==> config.mk <==
export PLATFORM = sky130hd
export DESIGN_NAME = rgb_led_effect_sequencer
export DESIGN_NICKNAME = d
export VERILOG_FILES = /design/src/design/rgbfx_pkg.sv /design/src/design/rgbfx_front.sv /design/src/design/rgbfx_queue.sv /design/src/design/rgbfx_back.sv /design/src/design/rgb_led_effect_sequencer.sv
export SDC_FILE = /design/constraint.sdc
export NUM_CORES = 1
export LEC_CHECK = 0
export BUFFER_PORTS_ARGS = -buffer_cell sky130_fd_sc_hd__buf_2
export CORE_UTILIZATION = 40
export DETAILED_ROUTE_END_ITERATION = 10
export PLACE_DENSITY = 0.69
export REMOVE_ABC_BUFFERS = 1
export SETUP_SLACK_MARGIN = 0.05
export SLEW_MARGIN = 20
export SYNTH_ARGS = -nofsm -noshare
export SYNTH_HDL_FRONTEND = slang
export SYNTH_HIERARCHICAL = 1
export SYNTH_SLANG_ARGS = --single-unit
==> constraint.sdc <==
create_clock -name clk -period 6.4 [get_ports clk]
set_clock_uncertainty 0.2 [all_clocks]
set_input_delay 0.96 -clock clk [delete_from_list [all_inputs] [get_ports clk]]
set_output_delay 0.96 -clock clk [all_outputs]
set_load 0.05 [all_outputs]
==> src/design/rgbfx_pkg.sv <==
`timescale 1ns / 1ps
// Shared types, constants and arithmetic helpers of the RGB LED effect sequencer.
package rgbfx_pkg;

  // Last step value; the step counter wraps to zero after it
  localparam logic [7:0] STEP_LAST = 8'd191;

  // Effect modes
  localparam logic [3:0] MODE_BLINK     = 4'd0;
  localparam logic [3:0] MODE_ALTERNATE = 4'd1;
  localparam logic [3:0] MODE_BREATHE   = 4'd2;
  localparam logic [3:0] MODE_FADE      = 4'd3;
  localparam logic [3:0] MODE_RAINBOW   = 4'd4;
  localparam logic [3:0] MODE_PULSE     = 4'd5;
  localparam logic [3:0] MODE_HEARTBEAT = 4'd6;
  localparam logic [3:0] MODE_SPARKLE   = 4'd7;
  localparam logic [3:0] MODE_CONFETTI  = 4'd8;

  // Configuration register indexes
  localparam logic [2:0] REG_MODE       = 3'd0;
  localparam logic [2:0] REG_PRIMARY    = 3'd1;
  localparam logic [2:0] REG_SECONDARY  = 3'd2;
  localparam logic [2:0] REG_BRIGHTNESS = 3'd3;
  localparam logic [2:0] REG_SEED       = 3'd4;

  // Reset values
  localparam logic [3:0]  RESET_MODE       = MODE_BREATHE;
  localparam logic [23:0] RESET_PRIMARY    = 24'hFFB450;
  localparam logic [23:0] RESET_SECONDARY  = 24'h0000FF;
  localparam logic [7:0]  RESET_BRIGHTNESS = 8'd13;
  localparam logic [31:0] RESET_SEED       = 32'd1;

  localparam logic [31:0] LFSR_TAPS = 32'h80200003;

  // Sparkle lights the pixel when the random value mod 100 is below this
  localparam logic [6:0] SPARKLE_CHANCE = 7'd35;

  typedef struct packed {
    logic [3:0]  mode;
    logic [23:0] primary;
    logic [23:0] secondary;
    logic [7:0]  brightness;
    logic [31:0] seed;
  } cfg_t;

  // One classified tick: its step and the random value it uses
  typedef struct packed {
    logic [7:0]  step;
    logic [31:0] noise;
  } tick_t;

  typedef struct packed {
    logic [7:0]  red;
    logic [7:0]  green;
    logic [7:0]  blue;
    logic [7:0]  level;
    logic [23:0] remembered;
  } result_t;

  // Operations issued to the shared multiplier
  typedef enum logic [3:0] {
    OP_F0  = 4'd0,
    OP_F1  = 4'd1,
    OP_F2  = 4'd2,
    OP_F3  = 4'd3,
    OP_F4  = 4'd4,
    OP_F5  = 4'd5,
    OP_LVL = 4'd6,
    OP_S0  = 4'd7,
    OP_S1  = 4'd8,
    OP_S2  = 4'd9
  } op_t;

  // Galois LFSR, shifting right
  function automatic logic [31:0] lfsr_step(input logic [31:0] v);
    logic [31:0] n;
    n = {1'b0, v[31:1]};
    if (v[0]) begin
      n = n ^ LFSR_TAPS;
    end
    return n;
  endfunction

  // Exact floor(x / 255) for x below 65280
  function automatic logic [7:0] div255(input logic [15:0] x);
    logic [16:0] y;
    y = {1'b0, x} + {9'd0, x[15:8]} + 17'd1;
    return y[15:8];
  endfunction

  // Six-bit value mod 3: base-4 digits each weigh 1 mod 3
  function automatic logic [1:0] mod3_6(input logic [5:0] x);
    logic [3:0] r;
    r = {2'b00, x[1:0]} + {2'b00, x[3:2]} + {2'b00, x[5:4]};
    if (r >= 4'd6) begin
      r = r - 4'd6;
    end
    if (r >= 4'd3) begin
      r = r - 4'd3;
    end
    return r[1:0];
  endfunction

  // Fold one nibble, MSB first, into a running remainder mod 100
  function automatic logic [6:0] rem100_nibble(input logic [6:0] r, input logic [3:0] nib);
    logic [7:0] x;
    logic [6:0] acc;
    acc = r;
    for (int i = 3; i >= 0; i--) begin
      x = {acc, nib[i]};
      if (x >= 8'd100) begin
        x = x - 8'd100;
      end
      acc = x[6:0];
    end
    return acc;
  endfunction

  // Triangle wave over 64 steps, peak 248
  function automatic logic [7:0] triangle64(input logic [5:0] t);
    logic [4:0] u;
    u = t[5] ? ~t[4:0] : t[4:0];
    return {u, 3'b000};
  endfunction

  // Color wheel, packed red green blue
  function automatic logic [23:0] wheel(input logic [7:0] x);
    logic [7:0]  w;
    logic [7:0]  d;
    logic [8:0]  d3;
    logic [23:0] c;
    w = 8'd255 - x;
    if (w < 8'd85) begin
      d3 = {1'b0, w} + {w, 1'b0};
      c = {8'd255 - d3[7:0], 8'd0, d3[7:0]};
    end else if (w < 8'd170) begin
      d = w - 8'd85;
      d3 = {1'b0, d} + {d, 1'b0};
      c = {8'd0, d3[7:0], 8'd255 - d3[7:0]};
    end else begin
      d = w - 8'd170;
      d3 = {1'b0, d} + {d, 1'b0};
      c = {d3[7:0], 8'd255 - d3[7:0], 8'd0};
    end
    return c;
  endfunction

endpackage

==> src/design/rgbfx_front.sv <==
`timescale 1ns / 1ps
// Front end: accepts ticks, keeps the step counter and the LFSR, and queues each tick.
module rgbfx_front (
  input  logic               clk,
  input  logic               rst,
  input  rgbfx_pkg::cfg_t    cfg,
  input  logic               in_valid,
  output logic               in_ready,
  input  logic               restart,
  output logic               push_valid,
  input  logic               push_ready,
  output rgbfx_pkg::tick_t   push_data
);

  logic [7:0]  step_count;
  logic [7:0]  step_count_next;
  logic [31:0] noise_register;
  logic [31:0] noise_register_next;
  logic [7:0]  step_now;
  logic [31:0] noise_now;
  logic        random_mode;

  // Apply restart, then step the LFSR for the random modes
  always_comb begin
    step_now    = restart ? 8'd0 : step_count;
    noise_now   = noise_register;
    if (restart) begin
      noise_now = (cfg.seed != 32'd0) ? cfg.seed : 32'd1;
    end
    random_mode = (cfg.mode == rgbfx_pkg::MODE_SPARKLE) ||
                  (cfg.mode == rgbfx_pkg::MODE_CONFETTI);
    noise_register_next = random_mode ? rgbfx_pkg::lfsr_step(noise_now) : noise_now;
    step_count_next = (step_now == rgbfx_pkg::STEP_LAST) ? 8'd0 : step_now + 8'd1;
  end

  assign in_ready        = push_ready;
  assign push_valid      = in_valid;
  assign push_data.step  = step_now;
  assign push_data.noise = noise_register_next;

  // Advance state on each accepted item
  always_ff @(posedge clk) begin
    if (rst) begin
      step_count     <= 8'd0;
      noise_register <= 32'd1;
    end else if (in_valid && push_ready) begin
      step_count     <= step_count_next;
      noise_register <= noise_register_next;
    end
  end

endmodule

==> src/design/rgbfx_queue.sv <==
`timescale 1ns / 1ps
// Two-entry queue of classified ticks between the front and back ends.
module rgbfx_queue (
  input  logic               clk,
  input  logic               rst,
  input  logic               push_valid,
  output logic               push_ready,
  input  rgbfx_pkg::tick_t   push_data,
  output logic               pop_valid,
  input  logic               pop_ready,
  output rgbfx_pkg::tick_t   pop_data
);

  rgbfx_pkg::tick_t slot [2];
  logic             wr_ptr;
  logic             rd_ptr;
  logic [1:0]       count;
  logic             do_push;
  logic             do_pop;

  assign push_ready = (count != 2'd2);
  assign pop_valid  = (count != 2'd0);
  assign pop_data   = slot[rd_ptr];
  assign do_push    = push_valid && push_ready;
  assign do_pop     = pop_valid && pop_ready;

  // Store entries
  always_ff @(posedge clk) begin
    if (do_push) begin
      slot[wr_ptr] <= push_data;
    end
  end

  // Move pointers and count
  always_ff @(posedge clk) begin
    if (rst) begin
      wr_ptr <= 1'b0;
      rd_ptr <= 1'b0;
      count  <= 2'd0;
    end else begin
      if (do_push) begin
        wr_ptr <= ~wr_ptr;
      end
      if (do_pop) begin
        rd_ptr <= ~rd_ptr;
      end
      if (do_push && !do_pop) begin
        count <= count + 2'd1;
      end else if (do_pop && !do_push) begin
        count <= count - 2'd1;
      end
    end
  end

endmodule

==> src/design/rgbfx_back.sv <==
`timescale 1ns / 1ps
// Back end: works out base color and level of a tick on one shared multiplier and holds the result.
module rgbfx_back (
  input  logic                clk,
  input  logic                rst,
  input  rgbfx_pkg::cfg_t     cfg,
  input  logic                pop_valid,
  output logic                pop_ready,
  input  rgbfx_pkg::tick_t    pop_data,
  output logic                out_valid,
  input  logic                out_ready,
  output rgbfx_pkg::result_t  result
);

  typedef enum logic [4:0] {
    ST_IDLE  = 5'b00001,
    ST_REM   = 5'b00010,
    ST_SETUP = 5'b00100,
    ST_MUL   = 5'b01000,
    ST_WRITE = 5'b10000
  } state_t;

  state_t           state;
  logic [7:0]       step;
  logic [31:0]      rnd;
  logic [6:0]       rem;
  logic [2:0]       nib_cnt;
  logic [23:0]      color;
  logic [7:0]       level;
  logic [7:0]       lvl_arg;
  logic [15:0]      acc;
  logic [15:0]      prod;
  rgbfx_pkg::op_t   op;
  rgbfx_pkg::op_t   op_next;
  rgbfx_pkg::op_t   pend_op;
  logic             pend_valid;
  logic             issuing;
  logic [7:0]       res_r;
  logic [7:0]       res_g;
  logic [7:0]       res_b;
  logic [23:0]      last_lit;
  logic [23:0]      lit_next;

  logic [7:0]       v;
  logic [3:0]       t12;
  logic [7:0]       mul_a;
  logic [7:0]       mul_b;
  logic             issue_ok;
  logic [15:0]      mix_sum;
  logic [15:0]      round_sum;
  logic [23:0]      setup_color;
  logic [7:0]       setup_level;
  logic [7:0]       setup_arg;
  rgbfx_pkg::op_t   setup_op;

  assign pop_ready = (state == ST_IDLE);
  assign v         = rgbfx_pkg::triangle64(step[5:0]);
  assign t12       = {rgbfx_pkg::mod3_6(step[7:2]), step[1:0]};
  assign mix_sum   = acc + prod;
  assign round_sum = prod + 16'd127;
  assign lit_next  = (color != 24'd0) ? color : last_lit;

  // Classify the tick: base color, level or level factor, first operation
  always_comb begin
    setup_color = 24'd0;
    setup_level = cfg.brightness;
    setup_arg   = 8'd0;
    setup_op    = rgbfx_pkg::OP_S0;
    case (cfg.mode)
      rgbfx_pkg::MODE_BLINK: begin
        setup_color = step[0] ? 24'd0 : cfg.primary;
      end
      rgbfx_pkg::MODE_ALTERNATE: begin
        setup_color = step[0] ? cfg.secondary : cfg.primary;
      end
      rgbfx_pkg::MODE_BREATHE: begin
        setup_color = cfg.primary;
        setup_arg   = v;
        setup_op    = rgbfx_pkg::OP_LVL;
      end
      rgbfx_pkg::MODE_FADE: begin
        setup_op = rgbfx_pkg::OP_F0;
      end
      rgbfx_pkg::MODE_RAINBOW: begin
        setup_color = rgbfx_pkg::wheel({step[5:0], 2'b00});
      end
      rgbfx_pkg::MODE_PULSE: begin
        setup_color = cfg.primary;
        setup_op    = rgbfx_pkg::OP_LVL;
        case (step[3:0])
          4'd0:    setup_arg = 8'd255;
          4'd1:    setup_arg = 8'd152;
          4'd2:    setup_arg = 8'd124;
          4'd3:    setup_arg = 8'd96;
          4'd4:    setup_arg = 8'd68;
          default: setup_arg = 8'd0;
        endcase
      end
      rgbfx_pkg::MODE_HEARTBEAT: begin
        setup_color = cfg.primary;
        setup_op    = rgbfx_pkg::OP_LVL;
        case (t12)
          4'd0, 4'd2: setup_arg = 8'd255;
          4'd1, 4'd3: setup_arg = 8'd45;
          default:    setup_arg = 8'd0;
        endcase
      end
      rgbfx_pkg::MODE_SPARKLE: begin
        setup_color = (rem < rgbfx_pkg::SPARKLE_CHANCE) ? cfg.primary : 24'd0;
      end
      rgbfx_pkg::MODE_CONFETTI: begin
        setup_color = rgbfx_pkg::wheel(rnd[7:0]);
      end
      default: begin
        setup_level = 8'd0;
      end
    endcase
  end

  // Select multiplier operands and the following operation
  always_comb begin
    mul_a   = 8'd0;
    mul_b   = 8'd0;
    op_next = op;
    case (op)
      rgbfx_pkg::OP_F0: begin
        mul_a = cfg.primary[23:16];   mul_b = 8'd255 - v; op_next = rgbfx_pkg::OP_F1;
      end
      rgbfx_pkg::OP_F1: begin
        mul_a = cfg.secondary[23:16]; mul_b = v;          op_next = rgbfx_pkg::OP_F2;
      end
      rgbfx_pkg::OP_F2: begin
        mul_a = cfg.primary[15:8];    mul_b = 8'd255 - v; op_next = rgbfx_pkg::OP_F3;
      end
      rgbfx_pkg::OP_F3: begin
        mul_a = cfg.secondary[15:8];  mul_b = v;          op_next = rgbfx_pkg::OP_F4;
      end
      rgbfx_pkg::OP_F4: begin
        mul_a = cfg.primary[7:0];     mul_b = 8'd255 - v; op_next = rgbfx_pkg::OP_F5;
      end
      rgbfx_pkg::OP_F5: begin
        mul_a = cfg.secondary[7:0];   mul_b = v;          op_next = rgbfx_pkg::OP_S0;
      end
      rgbfx_pkg::OP_LVL: begin
        mul_a = cfg.brightness;       mul_b = lvl_arg;    op_next = rgbfx_pkg::OP_S0;
      end
      rgbfx_pkg::OP_S0: begin
        mul_a = color[23:16];         mul_b = level;      op_next = rgbfx_pkg::OP_S1;
      end
      rgbfx_pkg::OP_S1: begin
        mul_a = color[15:8];          mul_b = level;      op_next = rgbfx_pkg::OP_S2;
      end
      rgbfx_pkg::OP_S2: begin
        mul_a = color[7:0];           mul_b = level;      op_next = rgbfx_pkg::OP_S2;
      end
      default: begin
        op_next = rgbfx_pkg::OP_S0;
      end
    endcase
    // Hold the first scaling until the last color or level product is taken
    issue_ok = issuing &&
               !((op == rgbfx_pkg::OP_S0) && pend_valid &&
                 ((pend_op == rgbfx_pkg::OP_F5) || (pend_op == rgbfx_pkg::OP_LVL)));
  end

  // Sequencer, multiplier pipeline and result register
  always_ff @(posedge clk) begin
    if (rst) begin
      state      <= ST_IDLE;
      issuing    <= 1'b0;
      pend_valid <= 1'b0;
      out_valid  <= 1'b0;
      last_lit   <= rgbfx_pkg::RESET_PRIMARY;
    end else begin
      // Drop the taken result unless a new one loads in this cycle
      if (out_valid && out_ready && (state != ST_WRITE)) begin
        out_valid <= 1'b0;
      end
      case (state)
        ST_IDLE: begin
          if (pop_valid) begin
            step    <= pop_data.step;
            rnd     <= pop_data.noise;
            rem     <= 7'd0;
            nib_cnt <= 3'd0;
            state   <= (cfg.mode == rgbfx_pkg::MODE_SPARKLE) ? ST_REM : ST_SETUP;
          end
        end
        ST_REM: begin
          // Reduce the random word mod 100, one nibble a cycle
          rem     <= rgbfx_pkg::rem100_nibble(rem, rnd[31:28]);
          rnd     <= {rnd[27:0], 4'h0};
          nib_cnt <= nib_cnt + 3'd1;
          if (nib_cnt == 3'd7) begin
            state <= ST_SETUP;
          end
        end
        ST_SETUP: begin
          color      <= setup_color;
          level      <= setup_level;
          lvl_arg    <= setup_arg;
          op         <= setup_op;
          issuing    <= 1'b1;
          pend_valid <= 1'b0;
          state      <= ST_MUL;
        end
        ST_MUL: begin
          if (issue_ok) begin
            prod       <= 16'(mul_a) * 16'(mul_b);
            pend_op    <= op;
            pend_valid <= 1'b1;
            op         <= op_next;
            if (op == rgbfx_pkg::OP_S2) begin
              issuing <= 1'b0;
            end
          end else begin
            pend_valid <= 1'b0;
          end
          // Take the product issued last cycle
          if (pend_valid) begin
            case (pend_op)
              rgbfx_pkg::OP_F0, rgbfx_pkg::OP_F2, rgbfx_pkg::OP_F4: acc <= prod;
              rgbfx_pkg::OP_F1:  color[23:16] <= rgbfx_pkg::div255(mix_sum);
              rgbfx_pkg::OP_F3:  color[15:8]  <= rgbfx_pkg::div255(mix_sum);
              rgbfx_pkg::OP_F5:  color[7:0]   <= rgbfx_pkg::div255(mix_sum);
              rgbfx_pkg::OP_LVL: level        <= rgbfx_pkg::div255(round_sum);
              rgbfx_pkg::OP_S0:  res_r        <= rgbfx_pkg::div255(round_sum);
              rgbfx_pkg::OP_S1:  res_g        <= rgbfx_pkg::div255(round_sum);
              rgbfx_pkg::OP_S2: begin
                res_b <= rgbfx_pkg::div255(round_sum);
                state <= ST_WRITE;
              end
              default: acc <= prod;
            endcase
          end
        end
        ST_WRITE: begin
          // Load the output register once it is free
          if (!out_valid || out_ready) begin
            result.red        <= res_r;
            result.green      <= res_g;
            result.blue       <= res_b;
            result.level      <= level;
            result.remembered <= lit_next;
            last_lit          <= lit_next;
            out_valid         <= 1'b1;
            state             <= ST_IDLE;
          end
        end
        default: begin
          state <= ST_IDLE;
        end
      endcase
    end
  end

endmodule

==> src/design/rgb_led_effect_sequencer.sv <==
`timescale 1ns / 1ps
// Top level of the RGB LED effect sequencer: configuration registers, front, queue and back.

// Each accepted item is one effect tick and yields one pixel result. The front end
// takes a tick in the cycle it arrives whenever its two-entry queue has room, advancing
// the step counter (0 to 191) and the LFSR there. The back end takes one tick at a time
// and works it out on the one 8x8 multiplier: fade mixing for fade, level scaling for
// breathe, pulse and heartbeat, then the three channel scalings in every mode; sparkle
// first reduces the random word mod 100 one nibble at a time. The finished pixel sits
// in an output register, so the next tick is worked on while a result waits.
// Configuration is written through cfg_we, cfg_index and cfg_data and should change
// only while the block is idle.
module rgb_led_effect_sequencer (
  input  logic        clk,
  input  logic        rst,
  input  logic        cfg_we,
  input  logic [2:0]  cfg_index,
  input  logic [31:0] cfg_data,
  input  logic        in_valid,
  output logic        in_ready,
  input  logic        restart,
  output logic        out_valid,
  input  logic        out_ready,
  output logic [7:0]  pixel_red,
  output logic [7:0]  pixel_green,
  output logic [7:0]  pixel_blue,
  output logic [7:0]  applied_level,
  output logic [23:0] remembered_color
);

  rgbfx_pkg::cfg_t    cfg;
  rgbfx_pkg::tick_t   push_data;
  rgbfx_pkg::tick_t   pop_data;
  rgbfx_pkg::result_t result;
  logic               push_valid;
  logic               push_ready;
  logic               pop_valid;
  logic               pop_ready;

  // Configuration registers
  always_ff @(posedge clk) begin
    if (rst) begin
      cfg.mode       <= rgbfx_pkg::RESET_MODE;
      cfg.primary    <= rgbfx_pkg::RESET_PRIMARY;
      cfg.secondary  <= rgbfx_pkg::RESET_SECONDARY;
      cfg.brightness <= rgbfx_pkg::RESET_BRIGHTNESS;
      cfg.seed       <= rgbfx_pkg::RESET_SEED;
    end else if (cfg_we) begin
      case (cfg_index)
        rgbfx_pkg::REG_MODE:       cfg.mode       <= cfg_data[3:0];
        rgbfx_pkg::REG_PRIMARY:    cfg.primary    <= cfg_data[23:0];
        rgbfx_pkg::REG_SECONDARY:  cfg.secondary  <= cfg_data[23:0];
        rgbfx_pkg::REG_BRIGHTNESS: cfg.brightness <= cfg_data[7:0];
        rgbfx_pkg::REG_SEED:       cfg.seed       <= cfg_data;
        default:                   cfg.mode       <= cfg.mode;
      endcase
    end
  end

  rgbfx_front u_front (
    .clk        (clk),
    .rst        (rst),
    .cfg        (cfg),
    .in_valid   (in_valid),
    .in_ready   (in_ready),
    .restart    (restart),
    .push_valid (push_valid),
    .push_ready (push_ready),
    .push_data  (push_data)
  );

  rgbfx_queue u_queue (
    .clk        (clk),
    .rst        (rst),
    .push_valid (push_valid),
    .push_ready (push_ready),
    .push_data  (push_data),
    .pop_valid  (pop_valid),
    .pop_ready  (pop_ready),
    .pop_data   (pop_data)
  );

  rgbfx_back u_back (
    .clk       (clk),
    .rst       (rst),
    .cfg       (cfg),
    .pop_valid (pop_valid),
    .pop_ready (pop_ready),
    .pop_data  (pop_data),
    .out_valid (out_valid),
    .out_ready (out_ready),
    .result    (result)
  );

  assign pixel_red        = result.red;
  assign pixel_green      = result.green;
  assign pixel_blue       = result.blue;
  assign applied_level    = result.level;
  assign remembered_color = result.remembered;

  // A scaled channel never exceeds the level that scaled it
  assert property (@(posedge clk) disable iff (rst)
    out_valid |-> (pixel_red <= applied_level) && (pixel_green <= applied_level) &&
                  (pixel_blue <= applied_level))
    else $error("pixel channel above applied level");

  // Zero level gives a dark pixel
  assert property (@(posedge clk) disable iff (rst)
    (out_valid && (applied_level == 8'd0)) |->
      (pixel_red == 8'd0) && (pixel_green == 8'd0) && (pixel_blue == 8'd0))
    else $error("dark level with lit pixel");

  // The remembered color is never black
  assert property (@(posedge clk) disable iff (rst)
    out_valid |-> (remembered_color != 24'd0))
    else $error("remembered color is black");

endmodule

==> impl_metrics.json <==
{
  "cts-root-buf": "clkbuf_16",
  "synth_warnings": 6,
  "initial_core_util_pct": 40.47,
  "numCtsBuffers": 48,
  "setup.worst_path.end_class": "flip-flop",
  "first_iter_violations": 1645,
  "cp.arrival_ps": 6210,
  "fin_cells": 3523,
  "crit-reg2reg-launch": "u_back/op[2]",
  "relSlewSlack_pct": 29.64,
  "cp_slowest_stage_delay_ps": 540,
  "timing_worst_setup_path_type": "reg2reg",
  "gp_congestion": 0.9462,
  "vias": 19770,
  "placedCellCount": 3424,
  "holdBufCountCts": 0,
  "htreeDepth": 2,
  "finalCritPeriodShare_pct": 94.98,
  "core_sq_um": 65750,
  "min_from": "u_back/res_r[3]",
  "yosysTopAreaCellShare_pct": 32.73,
  "via_per_inst": 5.612,
  "first_pass_iters": 5,
  "drv_slew": 0,
  "synth.area.top_cells": "edfxtp_1 33%, dfxtp_1 13%, ha_1 6.3%",
  "n_antenna_cell": 0,
  "cpLargestDelayFamily": "adder cells",
  "final-hold-violation-count": 0,
  "drt-total-wl_mm": 75.06,
  "drc": 0,
  "cts.sinks": 459,
  "grt_start_max_net_pins": 186,
  "final_util_pct": 45.59,
  "powerDensity_nw_per_um2": 307.0,
  "syn_avg_cell_area_sq_um": 10.58,
  "critical_path.slowest_cell": "fa_1",
  "layout_setup_ws_ps": 321.3,
  "drive_gt1_share_pct": 15.08,
  "min_to": "u_back/result[51]",
  "finalSetupTns_ps": 0,
  "die_y_microns": 259.9,
  "grt_usage_pct": 22.20,
  "ir_drop_mv": 0.2449,
  "tightestPinTransition_ps": 1055,
  "yosysTopAreaCell": "edfxtp_1",
  "reg2regPathDepth": 25,
  "num_rows": 94,
  "r2r-end": "u_back/prod[13]",
  "grt-ovfl-total": 0,
  "synthMostInstantiatedCell": "edfxtp_1",
  "worstPathMaxFanout": 7,
  "synth-main-ff-cell": "edfxtp_1",
  "rsz0062_at_grt": "false",
  "grt_pass1_wl_mm": 115.6,
  "period_needed_ps": 6079,
  "outcome": "complete, no violations",
  "synth_edf_count": 290,
  "pre_cts_slack_ps": 31.76,
  "synth.distinct_cells": 103,
  "startpoint_type": "flip-flop",
  "clock_latency_ps": 590,
  "syn_area_sq_um": 26610,
  "grt_pass1_vias": 19580,
  "leakage_nw": 11.72,
  "fp.dieW_microns": 259.9,
  "dp_hpwl_mm": 56.19,
  "crit_required_ps": 6530,
  "cap_violations": 0,
  "clockBufferDepth": 3,
  "cts_tree": "done",
  "port_buffers": 98,
  "area_delta_synth_final_pct": 12.66,
  "grt_antenna_before_repair": 0,
  "clkTransAtPathRegs_ps": 70,
  "hold_path.class": "reg2reg",
  "clock.fmax_mhz": 164.5,
  "yosysSeqAreaShare_pct": 45.45,
  "ys_seq_elements": 459,
  "path_buf_inv": 6,
  "async_flop_share_pct": 0,
  "reg2reg_slack_ps": 320,
  "netlist_top_cells_count": "290 x edfxtp_1, 226 x nor2_1, 224 x nand2_1",
  "setup_viol": 0,
  "io_pins": 99,
  "whs_ps": 217.2,
  "avgRoutedWirePerCell_microns": 21.30,
  "nNetsFinal": 2836,
  "ant_nets": 0,
  "fillers": 6108,
  "postSynthCellCount": 2514,
  "hold_depth": 0,
  "die_area_sq_um": 67550
}
==> placed cells by master (no fill, tap or decap), types with 12 or more instances in the layout <==
cell type    n
dfxtp_1    169
edfxtp_1   290
nor2b_1     22
ha_1       134
inv_1      116
or2_2       20
nand2b_1   129
mux4_2      27
fa_1        42
xor2_1      33
nand3_1     28
clkbuf_16   51
nor2_1     224
nor3_1      36
nand2_1    223
o21bai_1    16
a21oi_1    135
a221oi_1    12
a21o_1      40
o21ai_0     96
buf_4       72
a211oi_1    14
o21a_1      14
mux2_2      50
mux2i_1    150
buf_2       97
o22ai_1     16
nor4_1      19
xnor2_1     86
and2_1      17
==> layout make-up <==
| type | instances | area [sq um] | share of cell area (%) |
|---|---|---|---|
| tap | 864 | 1081 | 3.607 |
| timing repair buffer | 176 | 1154 | 3.849 |
| sequential | 459 | 12090 | 40.34 |
| multi-input combinational | 1815 | 13620 | 45.44 |
| clock inverter | 23 | 206.4 | 0.6888 |
| clock buffer | 67 | 1375 | 4.588 |
| inverter | 119 | 446.7 | 1.490 |
==> where the power goes <==
group | leakage [nW] | switching [mW] | internal [mW]
clock | 0.771 | 1.22 | 1.60
sequential | 4.04 | 0.125 | 3.39
combinational | 6.90 | 1.74 | 1.13
==> through the flow <==
step | cell area [sq um] | total power, mW
2_1_floorplan | 26050 | 5.563
3_3_place_gp | 28240 | 6.319
3_5_place_dp | 28240 | 6.387
4_1_cts | 29830 | 9.223
5_1_grt | 29970 | 9.666
6_report | 29970 | 9.201
==> cells by family after synthesis <==
group,Yosys count,share of synthesized area [%]
simple gates,803,14.88
compound gates,487,12.22
flops,459,45.45
buf+inv,240,3.786
mux,230,10.28
fa+ha+maj,176,9.462
xor+xnor,119,3.917
==> flip-flops by register name, indices dropped and copies added (netlist names), 7 cells and up, named ones only <==
register and cells:
u_back/step 8, u_back/res_g 8, u_back/prod 16, u_front/noise_register 32, u_queue/slot 80, cfg 92, u_back/level 8, u_back/color 24
u_back/acc 16, u_front/step_count 8, u_back/last_lit 24, u_back/rem 7, u_back/res_r 8, u_back/rnd 32, u_back/result 56, u_back/res_b 8
u_back/lvl_arg 8
==> routing by layer <==
| layer | part of all wire [%] | GRT usage [%] |
|---|---|---|
| met3 | 5.5 | 3.099 |
| met4 | 2.9 | 6.732 |
| met5 | 0 | 0 |
| met2 | 47 | 37.06 |
| met1 | 44 | 29.73 |
==> repair_timing <==
| action | CTS | global route |
|---|---|---|
| endpoints found under the setup margin | 2 | 5 |
| pin swaps | 0 | 2 |
| resized for setup | 2 | 16 |
| setup buffers | 0 | 7 |
| cloned | 0 | 1 |
| endpoints found under the hold margin | 0 | 0 |
==> how the worst max path moves through the flow <==
stage / from / end / slack, ps / cells past startpoint
finish: u_back/op[2] / u_back/prod[13] / 320 / 25
global route: u_back/op[1] / u_back/prod[13] / 30 / 26
global placement: u_back/op[0] / u_back/prod[13] / 10 / 24
CTS: u_back/op[1] / u_back/prod[13] / 110 / 27
detailed placement: u_back/op[0] / u_back/prod[13] / 30 / 25
floorplan: u_back/op[0] / u_back/prod[13] / -970 / 24
(Power assumes the default switching activity.)
